--- src/rtl/vpa_pkg.sv ---
package vpa_pkg;

    localparam int FREE_SLOTS = 16;
    localparam int HELD_SLOTS = 16;
    localparam int ADDR_BITS  = 16;
    localparam int OWNER_BITS = 8;
    localparam int LEN_BITS   = ADDR_BITS + 1;
    localparam int FIDX_BITS  = (FREE_SLOTS > 1) ? $clog2(FREE_SLOTS) : 1;
    localparam int HIDX_BITS  = (HELD_SLOTS > 1) ? $clog2(HELD_SLOTS) : 1;
    localparam int CFG_BITS   = 17;
    localparam int CIDX_BITS  = 2;

    localparam logic [CIDX_BITS-1:0] REG_MEMORY_SIZE     = 2'd0;
    localparam logic [CIDX_BITS-1:0] REG_FIT_POLICY      = 2'd1;
    localparam logic [CIDX_BITS-1:0] REG_SPLIT_THRESHOLD = 2'd2;

    localparam logic [1:0] KIND_ALLOC   = 2'd0;
    localparam logic [1:0] KIND_RELEASE = 2'd1;
    localparam logic [1:0] KIND_CLEAR   = 2'd2;

    localparam logic [1:0] FIT_BEST  = 2'd1;
    localparam logic [1:0] FIT_WORST = 2'd2;

    localparam logic [2:0] ST_OK        = 3'd0;
    localparam logic [2:0] ST_NO_FIT    = 3'd1;
    localparam logic [2:0] ST_HELD_FULL = 3'd2;
    localparam logic [2:0] ST_NOT_FOUND = 3'd3;
    localparam logic [2:0] ST_FREE_FULL = 3'd4;
    localparam logic [2:0] ST_BAD       = 3'd5;

    typedef enum logic [3:0] {
        S_IDLE,
        S_ASCAN,     // scan free cells for best pick
        S_HSCAN,     // scan held slots for empty
        S_AUPD,      // commit allocation
        S_RFIND,     // find next held block of owner
        S_RSCAN,     // scan free cells for neighbors / empty
        S_RUPD,      // commit give-back
        S_DONE
    } state_t;

    // broadcast command into every free cell
    typedef enum logic [2:0] {
        C_NONE,
        C_CLEAR,     // target: valid, start = 0, len = l; others invalid
        C_SHRINK,    // target: start += l, len -= l
        C_KILL,      // target invalid
        C_ADDLEN,    // target: len += l
        C_SETBOTH,   // target: start = s, len += l
        C_FILL       // target: valid, start = s, len = l
    } fcmd_kind_t;

    typedef struct packed {
        fcmd_kind_t               kind;
        logic [FIDX_BITS-1:0]     target;
        logic [ADDR_BITS-1:0]     s;
        logic [LEN_BITS-1:0]      l;
    } fcmd_t;

    typedef struct packed {
        logic                     ok;
        logic [ADDR_BITS-1:0]     start;
        logic [LEN_BITS-1:0]      len;
    } fent_t;

endpackage

--- src/rtl/vpa_free_cell.sv ---
module vpa_free_cell
(
    input  logic                             clk,
    input  logic                             rst_n,
    input  logic [vpa_pkg::FIDX_BITS-1:0]    my_idx,
    input  logic                             rot,
    input  vpa_pkg::fent_t                   shift_in,
    input  vpa_pkg::fcmd_t                   cmd,
    output vpa_pkg::fent_t                   ent
);
    import vpa_pkg::*;

    fent_t ent_reg;
    fent_t ent_next;
    logic  hit;

    assign hit = (cmd.target == my_idx);
    assign ent = ent_reg;

    always_comb
    begin
        ent_next = ent_reg;
        if (rot)
        begin
            ent_next = shift_in;
        end
        else
        begin
            unique case (cmd.kind)
                C_CLEAR:
                begin
                    ent_next.ok    = hit;
                    ent_next.start = '0;
                    ent_next.len   = hit ? cmd.l : '0;
                end
                C_SHRINK:
                    if (hit)
                    begin
                        ent_next.start = ent_reg.start + cmd.l[ADDR_BITS-1:0];
                        ent_next.len   = ent_reg.len - cmd.l;
                    end
                C_KILL:
                    if (hit)
                    begin
                        ent_next = '0;
                    end
                C_ADDLEN:
                    if (hit)
                    begin
                        ent_next.len = ent_reg.len + cmd.l;
                    end
                C_SETBOTH:
                    if (hit)
                    begin
                        ent_next.start = cmd.s;
                        ent_next.len   = ent_reg.len + cmd.l;
                    end
                C_FILL:
                    if (hit)
                    begin
                        ent_next.ok    = 1'b1;
                        ent_next.start = cmd.s;
                        ent_next.len   = cmd.l;
                    end
                default:
                    ent_next = ent_reg;
            endcase
        end
    end

    always_ff @(posedge clk or negedge rst_n)
    begin
        if (!rst_n)
        begin
            ent_reg.ok    <= (my_idx == '0);
            ent_reg.start <= '0;
            ent_reg.len   <= (my_idx == '0) ? LEN_BITS'(1) << ADDR_BITS : '0;
        end
        else
        begin
            ent_reg <= ent_next;
        end
    end

endmodule

--- src/rtl/vpa_free_chain.sv ---
module vpa_free_chain
(
    input  logic                  clk,
    input  logic                  rst_n,
    input  logic                  rot,
    input  vpa_pkg::fcmd_t        cmd,
    output vpa_pkg::fent_t        head
);
    import vpa_pkg::*;

    fent_t ents [FREE_SLOTS];

    // rotation: cell i takes cell i+1, last takes head; after FREE_SLOTS
    // steps the ring is back in place
    for (genvar i = 0; i < FREE_SLOTS; i++)
    begin : g_cell
        vpa_free_cell u_cell
        (
            .clk      (clk),
            .rst_n    (rst_n),
            .my_idx   (FIDX_BITS'(i)),
            .rot      (rot),
            .shift_in (ents[(i + 1) % FREE_SLOTS]),
            .cmd      (cmd),
            .ent      (ents[i])
        );
    end

    assign head = ents[0];

endmodule

--- src/rtl/variable_partition_allocator.sv ---
// channel | valid    | stall    | word
// in      | in_valid | in_stall | kind, request_size, owner_id
// out     | out_valid| out_stall| status, grant_begin, grant_length
// One word at a time. Allocate: a free ring scan, a held slot scan, then the
// commit. Release: per owned block one held step, a free ring scan and an
// update, plus the held scan. Clear: both tables reset on accept. The free table is a ring of
// cells rotated once around per scan. Reset loads one free block of 2^16.
// in_stall stays high from accept until the result is taken.
module variable_partition_allocator
(
    input  logic                            clk,
    input  logic                            rst_n,
    input  logic                            cfg_we,
    input  logic [vpa_pkg::CIDX_BITS-1:0]   cfg_index,
    input  logic [vpa_pkg::CFG_BITS-1:0]    cfg_data,
    input  logic                            in_valid,
    output logic                            in_stall,
    input  logic [1:0]                      kind,
    input  logic [16:0]                     request_size,
    input  logic [7:0]                      owner_id,
    output logic                            out_valid,
    input  logic                            out_stall,
    output logic [2:0]                      status,
    output logic [15:0]                     grant_begin,
    output logic [16:0]                     grant_length
);
    import vpa_pkg::*;

    logic [LEN_BITS-1:0]  mem_size_reg;
    logic [1:0]           fit_reg;
    logic [15:0]          thr_reg;

    state_t               state_reg, state_next;
    logic [LEN_BITS-1:0]  req_reg;
    logic [OWNER_BITS-1:0] own_reg;

    logic [FIDX_BITS:0]   cnt_reg, cnt_next;
    logic [FIDX_BITS-1:0] pos;

    logic                 pick_ok_reg, pick_ok_next;
    logic [FIDX_BITS-1:0] pick_reg, pick_next;
    logic [ADDR_BITS-1:0] pick_s_reg, pick_s_next;
    logic [LEN_BITS-1:0]  pick_l_reg, pick_l_next;

    logic                 lft_ok_reg, lft_ok_next, rgt_ok_reg, rgt_ok_next;
    logic                 emp_ok_reg, emp_ok_next;
    logic [FIDX_BITS-1:0] lft_reg, lft_next, rgt_reg, rgt_next, emp_reg, emp_next;
    logic [LEN_BITS-1:0]  rgt_l_reg, rgt_l_next;

    logic                 held_ok_reg [HELD_SLOTS];
    logic [ADDR_BITS-1:0] held_start_reg [HELD_SLOTS];
    logic [LEN_BITS-1:0]  held_len_reg [HELD_SLOTS];
    logic [OWNER_BITS-1:0] held_owner_reg [HELD_SLOTS];

    logic [HIDX_BITS:0]   hcnt_reg, hcnt_next;
    logic [HIDX_BITS-1:0] hpos;
    logic                 slot_ok_reg, slot_ok_next;
    logic [HIDX_BITS-1:0] slot_reg, slot_next;
    logic                 found_reg, found_next, any_reg, any_next;
    logic [ADDR_BITS-1:0] low_reg, low_next;
    logic [LEN_BITS-1:0]  tot_reg, tot_next;
    logic [ADDR_BITS-1:0] cur_s;
    logic [LEN_BITS-1:0]  cur_l;

    logic [2:0]           st_reg, st_next;
    logic [ADDR_BITS-1:0] gb_reg, gb_next;
    logic [LEN_BITS-1:0]  gl_reg, gl_next;

    logic                 rot;
    fcmd_t                cmd;
    fent_t                head;
    logic                 better;
    logic [LEN_BITS:0]    head_end, cur_end;
    logic [LEN_BITS-1:0]  msz;
    logic                 held_clr, held_set, held_free;
    logic [LEN_BITS-1:0]  leftover;

    // second half of a two-sided merge runs in the following cycle
    logic                 merge_reg;
    logic [FIDX_BITS-1:0] merge_idx_reg;
    logic [LEN_BITS-1:0]  merge_len_reg;
    fcmd_t                cmd_mux;

    vpa_free_chain u_chain
    (
        .clk   (clk),
        .rst_n (rst_n),
        .rot   (rot),
        .cmd   (cmd_mux),
        .head  (head)
    );

    assign pos  = cnt_reg[FIDX_BITS-1:0];
    assign hpos = hcnt_reg[HIDX_BITS-1:0];
    assign cur_s = held_start_reg[slot_reg];
    assign cur_l = held_len_reg[slot_reg];
    assign head_end = {1'b0, head.len} + (LEN_BITS + 1)'(head.start);
    assign cur_end  = {1'b0, cur_l} + (LEN_BITS + 1)'(cur_s);
    assign leftover = pick_l_reg - req_reg;

    always_comb
    begin
        msz = mem_size_reg;
        if (msz == '0)
        begin
            msz = LEN_BITS'(1);
        end
        else if (msz > (LEN_BITS'(1) << ADDR_BITS))
        begin
            msz = LEN_BITS'(1) << ADDR_BITS;
        end
    end

    always_comb
    begin
        priority if (!pick_ok_reg)
            better = 1'b1;
        else if (fit_reg == FIT_BEST && head.len != pick_l_reg)
            better = head.len < pick_l_reg;
        else if (fit_reg == FIT_WORST && head.len != pick_l_reg)
            better = head.len > pick_l_reg;
        else
            better = head.start < pick_s_reg;
    end

    always_ff @(posedge clk or negedge rst_n)
    begin
        if (!rst_n)
        begin
            mem_size_reg <= LEN_BITS'(1) << ADDR_BITS;
            fit_reg      <= '0;
            thr_reg      <= 16'd2;
        end
        else if (cfg_we)
        begin
            unique case (cfg_index)
                REG_MEMORY_SIZE:     mem_size_reg <= cfg_data;
                REG_FIT_POLICY:      fit_reg      <= cfg_data[1:0];
                REG_SPLIT_THRESHOLD: thr_reg      <= cfg_data[15:0];
                default: ;
            endcase
        end
    end

    // next state
    always_comb
    begin
        state_next = state_reg;
        unique case (state_reg)
            S_IDLE:
                if (in_valid)
                begin
                    unique case (kind)
                        KIND_ALLOC:
                            state_next = (request_size == '0) ? S_DONE : S_ASCAN;
                        KIND_RELEASE: state_next = S_RFIND;
                        default:      state_next = S_DONE;
                    endcase
                end
            S_ASCAN:
                if (cnt_reg == (FIDX_BITS + 1)'(FREE_SLOTS - 1))
                begin
                    state_next = (pick_ok_next) ? S_HSCAN : S_DONE;
                end
            S_HSCAN:
                if (hcnt_reg == (HIDX_BITS + 1)'(HELD_SLOTS - 1))
                begin
                    state_next = slot_ok_next ? S_AUPD : S_DONE;
                end
            S_AUPD:  state_next = S_DONE;
            S_RFIND:
                if (slot_ok_next)
                begin
                    state_next = S_RSCAN;
                end
                else if (hcnt_reg == (HIDX_BITS + 1)'(HELD_SLOTS - 1))
                begin
                    state_next = S_DONE;
                end
            S_RSCAN:
                if (cnt_reg == (FIDX_BITS + 1)'(FREE_SLOTS - 1))
                begin
                    state_next = S_RUPD;
                end
            S_RUPD:
                if (!lft_ok_reg && !rgt_ok_reg && !emp_ok_reg)
                    state_next = S_DONE;
                else if (hcnt_reg == (HIDX_BITS + 1)'(HELD_SLOTS))
                    state_next = S_DONE;
                else
                    state_next = S_RFIND;
            S_DONE:
                if (!out_stall)
                begin
                    state_next = S_IDLE;
                end
            default: state_next = S_IDLE;
        endcase
    end

    // datapath / outputs
    always_comb
    begin
        cnt_next     = cnt_reg;
        hcnt_next    = hcnt_reg;
        pick_ok_next = pick_ok_reg;
        pick_next    = pick_reg;
        pick_s_next  = pick_s_reg;
        pick_l_next  = pick_l_reg;
        lft_ok_next  = lft_ok_reg;
        rgt_ok_next  = rgt_ok_reg;
        emp_ok_next  = emp_ok_reg;
        lft_next     = lft_reg;
        rgt_next     = rgt_reg;
        emp_next     = emp_reg;
        rgt_l_next   = rgt_l_reg;
        slot_ok_next = slot_ok_reg;
        slot_next    = slot_reg;
        found_next   = found_reg;
        any_next     = any_reg;
        low_next     = low_reg;
        tot_next     = tot_reg;
        st_next      = st_reg;
        gb_next      = gb_reg;
        gl_next      = gl_reg;
        rot          = 1'b0;
        cmd          = '0;
        cmd.kind     = C_NONE;
        held_clr     = 1'b0;
        held_set     = 1'b0;
        held_free    = 1'b0;

        unique case (state_reg)
            S_IDLE:
                if (in_valid)
                begin
                    cnt_next     = '0;
                    hcnt_next    = '0;
                    pick_ok_next = 1'b0;
                    slot_ok_next = 1'b0;
                    found_next   = 1'b0;
                    any_next     = 1'b0;
                    low_next     = '0;
                    tot_next     = '0;
                    st_next      = ST_OK;
                    gb_next      = '0;
                    gl_next      = '0;
                    unique case (kind)
                        KIND_ALLOC:
                            if (request_size == '0)
                                st_next = ST_BAD;
                        KIND_RELEASE: ;
                        KIND_CLEAR:
                        begin
                            cmd.kind = C_CLEAR;
                            cmd.l    = msz;
                            held_clr = 1'b1;
                            gl_next  = msz;
                        end
                        default: st_next = ST_BAD;
                    endcase
                end
            S_ASCAN:
            begin
                rot = 1'b1;
                cnt_next = cnt_reg + 1'b1;
                if (head.ok && head.len >= req_reg && better)
                begin
                    pick_ok_next = 1'b1;
                    pick_next    = pos;
                    pick_s_next  = head.start;
                    pick_l_next  = head.len;
                end
                if (cnt_reg == (FIDX_BITS + 1)'(FREE_SLOTS - 1) && !pick_ok_next)
                    st_next = ST_NO_FIT;
            end
            S_HSCAN:
            begin
                hcnt_next = hcnt_reg + 1'b1;
                if (!slot_ok_reg && !held_ok_reg[hpos])
                begin
                    slot_ok_next = 1'b1;
                    slot_next    = hpos;
                end
                if (hcnt_reg == (HIDX_BITS + 1)'(HELD_SLOTS - 1) && !slot_ok_next)
                    st_next = ST_HELD_FULL;
            end
            S_AUPD:
            begin
                held_set   = 1'b1;
                cmd.target = pick_reg;
                gb_next    = pick_s_reg;
                if (leftover <= {1'b0, thr_reg})
                begin
                    cmd.kind = C_KILL;
                    gl_next  = pick_l_reg;
                end
                else
                begin
                    cmd.kind = C_SHRINK;
                    cmd.l    = req_reg;
                    gl_next  = req_reg;
                end
            end
            S_RFIND:
            begin
                hcnt_next = hcnt_reg + 1'b1;
                if (held_ok_reg[hpos] && held_owner_reg[hpos] == own_reg)
                begin
                    slot_ok_next = 1'b1;
                    slot_next    = hpos;
                    found_next   = 1'b1;
                    cnt_next     = '0;
                    lft_ok_next  = 1'b0;
                    rgt_ok_next  = 1'b0;
                    emp_ok_next  = 1'b0;
                end
                else
                begin
                    slot_ok_next = 1'b0;
                    if (hcnt_reg == (HIDX_BITS + 1)'(HELD_SLOTS - 1) && !found_reg)
                        st_next = ST_NOT_FOUND;
                end
            end
            S_RSCAN:
            begin
                rot = 1'b1;
                cnt_next = cnt_reg + 1'b1;
                if (head.ok)
                begin
                    if (head_end == (LEN_BITS + 1)'(cur_s))
                    begin
                        lft_ok_next = 1'b1;
                        lft_next    = pos;
                    end
                    if ((LEN_BITS + 1)'(head.start) == cur_end)
                    begin
                        rgt_ok_next = 1'b1;
                        rgt_next    = pos;
                        rgt_l_next  = head.len;
                    end
                end
                else if (!emp_ok_reg)
                begin
                    emp_ok_next = 1'b1;
                    emp_next    = pos;
                end
            end
            S_RUPD:
            begin
                slot_ok_next = 1'b0;
                if (lft_ok_reg && rgt_ok_reg)
                begin
                    // two-step merge: kill right now, grow left below
                    cmd.kind   = C_KILL;
                    cmd.target = rgt_reg;
                end
                else if (lft_ok_reg)
                begin
                    cmd.kind   = C_ADDLEN;
                    cmd.target = lft_reg;
                    cmd.l      = cur_l;
                end
                else if (rgt_ok_reg)
                begin
                    cmd.kind   = C_SETBOTH;
                    cmd.target = rgt_reg;
                    cmd.s      = cur_s;
                    cmd.l      = cur_l;
                end
                else if (emp_ok_reg)
                begin
                    cmd.kind   = C_FILL;
                    cmd.target = emp_reg;
                    cmd.s      = cur_s;
                    cmd.l      = cur_l;
                end
                if (lft_ok_reg || rgt_ok_reg || emp_ok_reg)
                begin
                    held_free = 1'b1;
                    if (!any_reg || cur_s < low_reg)
                        low_next = cur_s;
                    any_next = 1'b1;
                    tot_next = tot_reg + cur_l;
                    gb_next  = (!any_reg || cur_s < low_reg) ? cur_s : low_reg;
                    gl_next  = tot_reg + cur_l;
                    // left+right: pending grow of left by l + right len
                    rgt_ok_next = 1'b0;
                    if (lft_ok_reg && rgt_ok_reg)
                    begin
                        rgt_l_next = cur_l + rgt_l_reg;
                    end
                end
                else
                begin
                    st_next = ST_FREE_FULL;
                end
            end
            S_DONE: ;
            default: ;
        endcase
    end

    always_comb
    begin
        cmd_mux = cmd;
        if (merge_reg)
        begin
            cmd_mux.kind   = C_ADDLEN;
            cmd_mux.target = merge_idx_reg;
            cmd_mux.l      = merge_len_reg;
        end
    end

    always_ff @(posedge clk or negedge rst_n)
    begin
        if (!rst_n)
        begin
            merge_reg <= 1'b0;
        end
        else
        begin
            merge_reg <= (state_reg == S_RUPD) && lft_ok_reg && rgt_ok_reg;
        end
    end

    always_ff @(posedge clk)
    begin
        merge_idx_reg <= lft_reg;
        merge_len_reg <= cur_l + rgt_l_reg;
    end

    always_ff @(posedge clk or negedge rst_n)
    begin
        if (!rst_n)
        begin
            state_reg   <= S_IDLE;
            cnt_reg     <= '0;
            hcnt_reg    <= '0;
            pick_ok_reg <= 1'b0;
            slot_ok_reg <= 1'b0;
            found_reg   <= 1'b0;
            any_reg     <= 1'b0;
            lft_ok_reg  <= 1'b0;
            rgt_ok_reg  <= 1'b0;
            emp_ok_reg  <= 1'b0;
            for (int i = 0; i < HELD_SLOTS; i++)
            begin
                held_ok_reg[i] <= 1'b0;
            end
        end
        else
        begin
            state_reg   <= state_next;
            cnt_reg     <= cnt_next;
            hcnt_reg    <= hcnt_next;
            pick_ok_reg <= pick_ok_next;
            slot_ok_reg <= slot_ok_next;
            found_reg   <= found_next;
            any_reg     <= any_next;
            lft_ok_reg  <= lft_ok_next;
            rgt_ok_reg  <= rgt_ok_next;
            emp_ok_reg  <= emp_ok_next;
            if (held_clr)
            begin
                for (int i = 0; i < HELD_SLOTS; i++)
                begin
                    held_ok_reg[i] <= 1'b0;
                end
            end
            else if (held_set)
            begin
                held_ok_reg[slot_reg] <= 1'b1;
            end
            else if (held_free)
            begin
                held_ok_reg[slot_reg] <= 1'b0;
            end
        end
    end

    always_ff @(posedge clk)
    begin
        if (state_reg == S_IDLE && in_valid)
        begin
            req_reg  <= request_size;
            own_reg  <= owner_id[OWNER_BITS-1:0];
        end
        pick_reg   <= pick_next;
        pick_s_reg <= pick_s_next;
        pick_l_reg <= pick_l_next;
        lft_reg    <= lft_next;
        rgt_reg    <= rgt_next;
        emp_reg    <= emp_next;
        rgt_l_reg  <= rgt_l_next;
        slot_reg   <= slot_next;
        low_reg    <= low_next;
        tot_reg    <= tot_next;
        st_reg     <= st_next;
        gb_reg     <= gb_next;
        gl_reg     <= gl_next;
        if (held_set)
        begin
            held_owner_reg[slot_reg] <= own_reg;
            held_start_reg[slot_reg] <= pick_s_reg;
            held_len_reg[slot_reg]   <= (leftover <= {1'b0, thr_reg}) ? pick_l_reg : req_reg;
        end
    end

    assign in_stall     = (state_reg != S_IDLE) || merge_reg;
    assign out_valid    = (state_reg == S_DONE);
    assign status       = st_reg;
    assign grant_begin  = gb_reg;
    assign grant_length = gl_reg;

endmodule
--- config.mk ---
export PLATFORM = sky130hd
export DESIGN_NAME = variable_partition_allocator
export DESIGN_NICKNAME = d
export VERILOG_FILES = /design/src/rtl/vpa_pkg.sv /design/src/rtl/vpa_free_cell.sv /design/src/rtl/vpa_free_chain.sv /design/src/rtl/variable_partition_allocator.sv
export SDC_FILE = /design/constraint.sdc
export NUM_CORES = 2
export LEC_CHECK = 0
export ABC_AREA = 1
export BUFFER_PORTS_ARGS = -buffer_cell sky130_fd_sc_hd__buf_4
export CAP_MARGIN = 10
export CORE_UTILIZATION = 66
export CTS_BUF_LIST = sky130_fd_sc_hd__clkbuf_4
export DETAILED_ROUTE_END_ITERATION = 16
export PLACE_DENSITY = 0.8
export SYNTH_ARGS = -nofsm -noshare
export SYNTH_HDL_FRONTEND = slang
export SYNTH_SLANG_ARGS = --single-unit
--- constraint.sdc ---
create_clock -name clk -period 12 [get_ports clk]
set_input_delay 3.6 -clock clk [delete_from_list [all_inputs] [get_ports clk]]
set_output_delay 3.6 -clock clk [all_outputs]
set_load 0.01 [all_outputs]
==> reports/results.tsv <==
stage	metric	value	unit
grt	vias in the first global route	80080	
critical_path	Crit Path Max Fanout	33	
cts	post-CTS sizing	0	
critical_path	worst r2r dst	u_chain.g_cell[11].u_cell.ent[15]	
floorplanning	num ports	89	
grt	gr usage total	0.4022	
synth	ys flop type	edfxtp_1	
floorplanning	DIE HEIGHT	373.3	µm
timing	RSZ-0062 raised after global routing	false	
timing	worst slew pin tran	1276	ps
floorplanning	Initial Utilization	0.6682	
layout	Sequential Area	0.04056	mm²
critical_path	Worst Path Required	13130	ps
grt	initial antenna violation count	3	
layout	utilization after layout	0.7230	
cts	Reg clk slew, reported paths	80	ps
synth	Cell variety after synth	68	
timing	max-slew violation count	0	
placed_design	Placer Congestion	0.9652	
synth	Syn Inst Count	10690	
critical_path	Max stage delay cell, worst path	nand2_2	
cts	Post-CTS Setup Bufs	0	
synth	Synth Area in Compound Gates	0.1997	
synth	Post-synth ARST share	0.4216	
placed_design	IO buf count	88	
synth	Mean Syn Cell Area	8.511	µm²
critical_path	family with the most delay on the worst path	compound AO/OA/AOI/OAI gates	
floorplanning	die area	0.1393	mm²
cts	clk sinks	1461	
placed_design	dpl ws	2040	ps
layout	fill count	10340	
timing	worst clock skew	147.8	ps
floorplanning	core area	0.1361	mm²
flow_run	Max-Cap Viols	0	
critical_path	CP peak stage delay	730	ps
critical_path	crit path launch type	flop	
layout	non-filler cells, final	12940	
synth	Yosys warning total	0	
grt	largest net degree at the start of global routing	221	
layout	area grow syn2layout	8.202	%
worst_hold_path	cell count of the worst hold path	0	
grt	total grt overflow	0	
layout	share of layout cells above drive strength 1	0.09016	
timing	setup tns final	0	ps
synth	Post-synth EDFFs	820	
timing	Final WS setup	1856	ps
layout	area of the multi-input gates	0.04459	mm²
critical_path	crit path buf inv count	4	
synth	area share of xor/xnor cells in the synthesized design	0.02513	
synth	adder-cell share of the synthesized area	0.1014	
cts	number of H-tree levels	5	
cts	Hold Buf Count CTS	0	
critical_path	Worst path depth	49	
synth	Mapped Area	0.09097	mm²
worst_hold_path	min-delay src	lft_reg[3]	
synth	sequential fraction of the synthesis area	0.4457	
worst_hold_path	Hold Path Class	flop to flop	
cts	CTS buffer count	393	
worst_hold_path	Hold EP	merge_idx_reg[3]	
critical_path	CP Class	flop to flop	
layout	max reg flops	544	
critical_path	Crit Reg-Reg Startpoint	req_reg[1]	
critical_path	Crit. End Element	flop	
critical_path	FF-to-FF path depth	49	
critical_path	Arrival @ worst endpoint	11270	ps
drt	post-DR wirelength/cell	22.02	µm
drt	vias per cell	6.369	
synth	Synth Register Bits	1461	
cts	TritonCTS clock tree	built	
synth	main combinational cell family by area after synthesis	compound AO/OA/AOI/OAI gates	
drt	initial DRC count	9781	
drt	DR vias	82420	
drt	Routed WL	285.0	mm
floorplanning	die extent in x	373.3	µm
layout	Nets	11630	
timing	minimum clock period	10140	ps
cts	CTS Buffer Depth	4	
timing	# setup viols final	0	
placed_design	DP Wirelength	185.4	mm
timing	Final Hold Fails	0	
drt	Pre-antenna DRT Iters	6	
cts	clock latency on the worst-skew pair	1400	ps
grt	first-pass GRT wire length	438.9	mm
drt	residual DRC count	0	
synth	syn_nets	11450	
placed_design	dpl cells	12250	
timing	Max Fclk	0.09858	GHz
floorplanning	Rows	135	
critical_path	CP most frequent cell	nand2_1	
synth	Synth Area in Simple Gates	0.1550	
timing	slew margin rel.	0.1444	
run_status	outcome	complete, no violations	
timing	Final Cycle Share	0.8453	
synth	fraction of synthesized area in multiplexers	0.004649	
cts	clock root cell	clkbuf_4	
critical_path	worst reg-to-reg setup slack	1860	ps
drt	Routed Antenna Nets	0	
[layer usage]
metal | global-route usage | vias to the layer above | routed length, µm
met2 | 0.6405 | 4568 | 129900
met4 | 0.2299 | 0 | 16540
met3 | 0.07507 | 943 | 28330
met5 | 0 | - | 0
li1 | - | 37910 | -
met1 | 0.5174 | 39000 | 110200
[kinds of logic after synthesis]
| group | Yosys count |
|---|---|
| AND/OR/NAND/NOR | 3455 |
| AO/OA/AOI/OAI | 3152 |
| buffers and inverters | 1609 |
| flip-flops | 1461 |
| adder cells (fa/ha/maj) | 715 |
| XOR/XNOR | 261 |
| multiplexers | 35 |
[Yosys cell counts, drive strengths merged (31+ instances only)]
master,count,area [µm²]
a211oi,37,277.8
a21oi,778,3965
a31oi,43,269.0
buf,128,658.1
clkbuf,339,1276
dfrtp,612,15310
edfxtp,820,24620
fa,37,740.7
ha,678,8483
inv,1135,4260
mux2,31,382.9
nand2,1633,6152
nand3,315,1577
nand4,48,300.3
nor2,1157,4370
nor3,187,947.2
nor4,40,250.2
o211ai,267,2004
o21ai,1525,7655
o21bai,82,615.6
o221ai,134,1174
o22ai,71,444.2
o311ai,81,709.4
o31ai,51,382.9
or2,33,206.5
xnor2,94,823.3
xor2,167,1463
[worst register-to-register path: cells and delay by family (launching register included)]
kind / cells / cell delay [ps]
simple gates: 18 / 2790
buf+inv: 4 / 770
fa+ha+maj: 4 / 1190
xor+xnor: 2 / 650
compound gates: 21 / 4130
flops: 1 / 450
[layout by cell type (no fill, tap or decap), types with 243 or more instances in the layout]
| master | Yosys | final |
|---|---|---|
| a21oi_1 | 767 | 749 |
| buf_4 | 4 | 243 |
| clkbuf_4 | 0 | 572 |
| dfrtp_1 | 612 | 611 |
| edfxtp_1 | 820 | 820 |
| ha_1 | 678 | 678 |
| inv_1 | 1116 | 1114 |
| nand2_1 | 1626 | 1626 |
| nand3_1 | 315 | 315 |
| nor2_1 | 1150 | 1142 |
| o211ai_1 | 267 | 267 |
| o21ai_0 | 1400 | 1386 |
[per-stage QoR]
stage / hold WS, ps / instance area, µm²
floorplan: 348.3 / 90970
global placement: 359.1 / 93590
detailed placement: 364.2 / 93590
CTS: 371.3 / 98340
global route: 366.8 / 98420
finish: 355.6 / 98430
[layout make-up]
cell class              count  share of cell area
diodes                     12           0.0003051
flip-flops and latches   1461              0.4121
repair buffers            250             0.01993
clock buffers             572             0.04363
inverters                1142             0.04377
well taps                1781             0.02264
clock inverters           104            0.004614
multi-input cells        7618              0.4531
[worst max-delay path by stage]
stage,end,slack (ps),from
after floorplan,u_chain.g_cell[5].u_cell.ent[16],970,kind[1]
after global placement,u_chain.g_cell[11].u_cell.ent[15],2200,kind[1]
after detailed placement,u_chain.g_cell[11].u_cell.ent[15],2040,req_reg[1]
after CTS,u_chain.g_cell[11].u_cell.ent[15],1980,req_reg[1]
after global routing,u_chain.g_cell[11].u_cell.ent[15],1000,req_reg[1]
final,u_chain.g_cell[11].u_cell.ent[15],1860,req_reg[1]
Power is not shown: default switching activity piles up to over one toggle a cycle in this logic, so the estimate is an artifact.
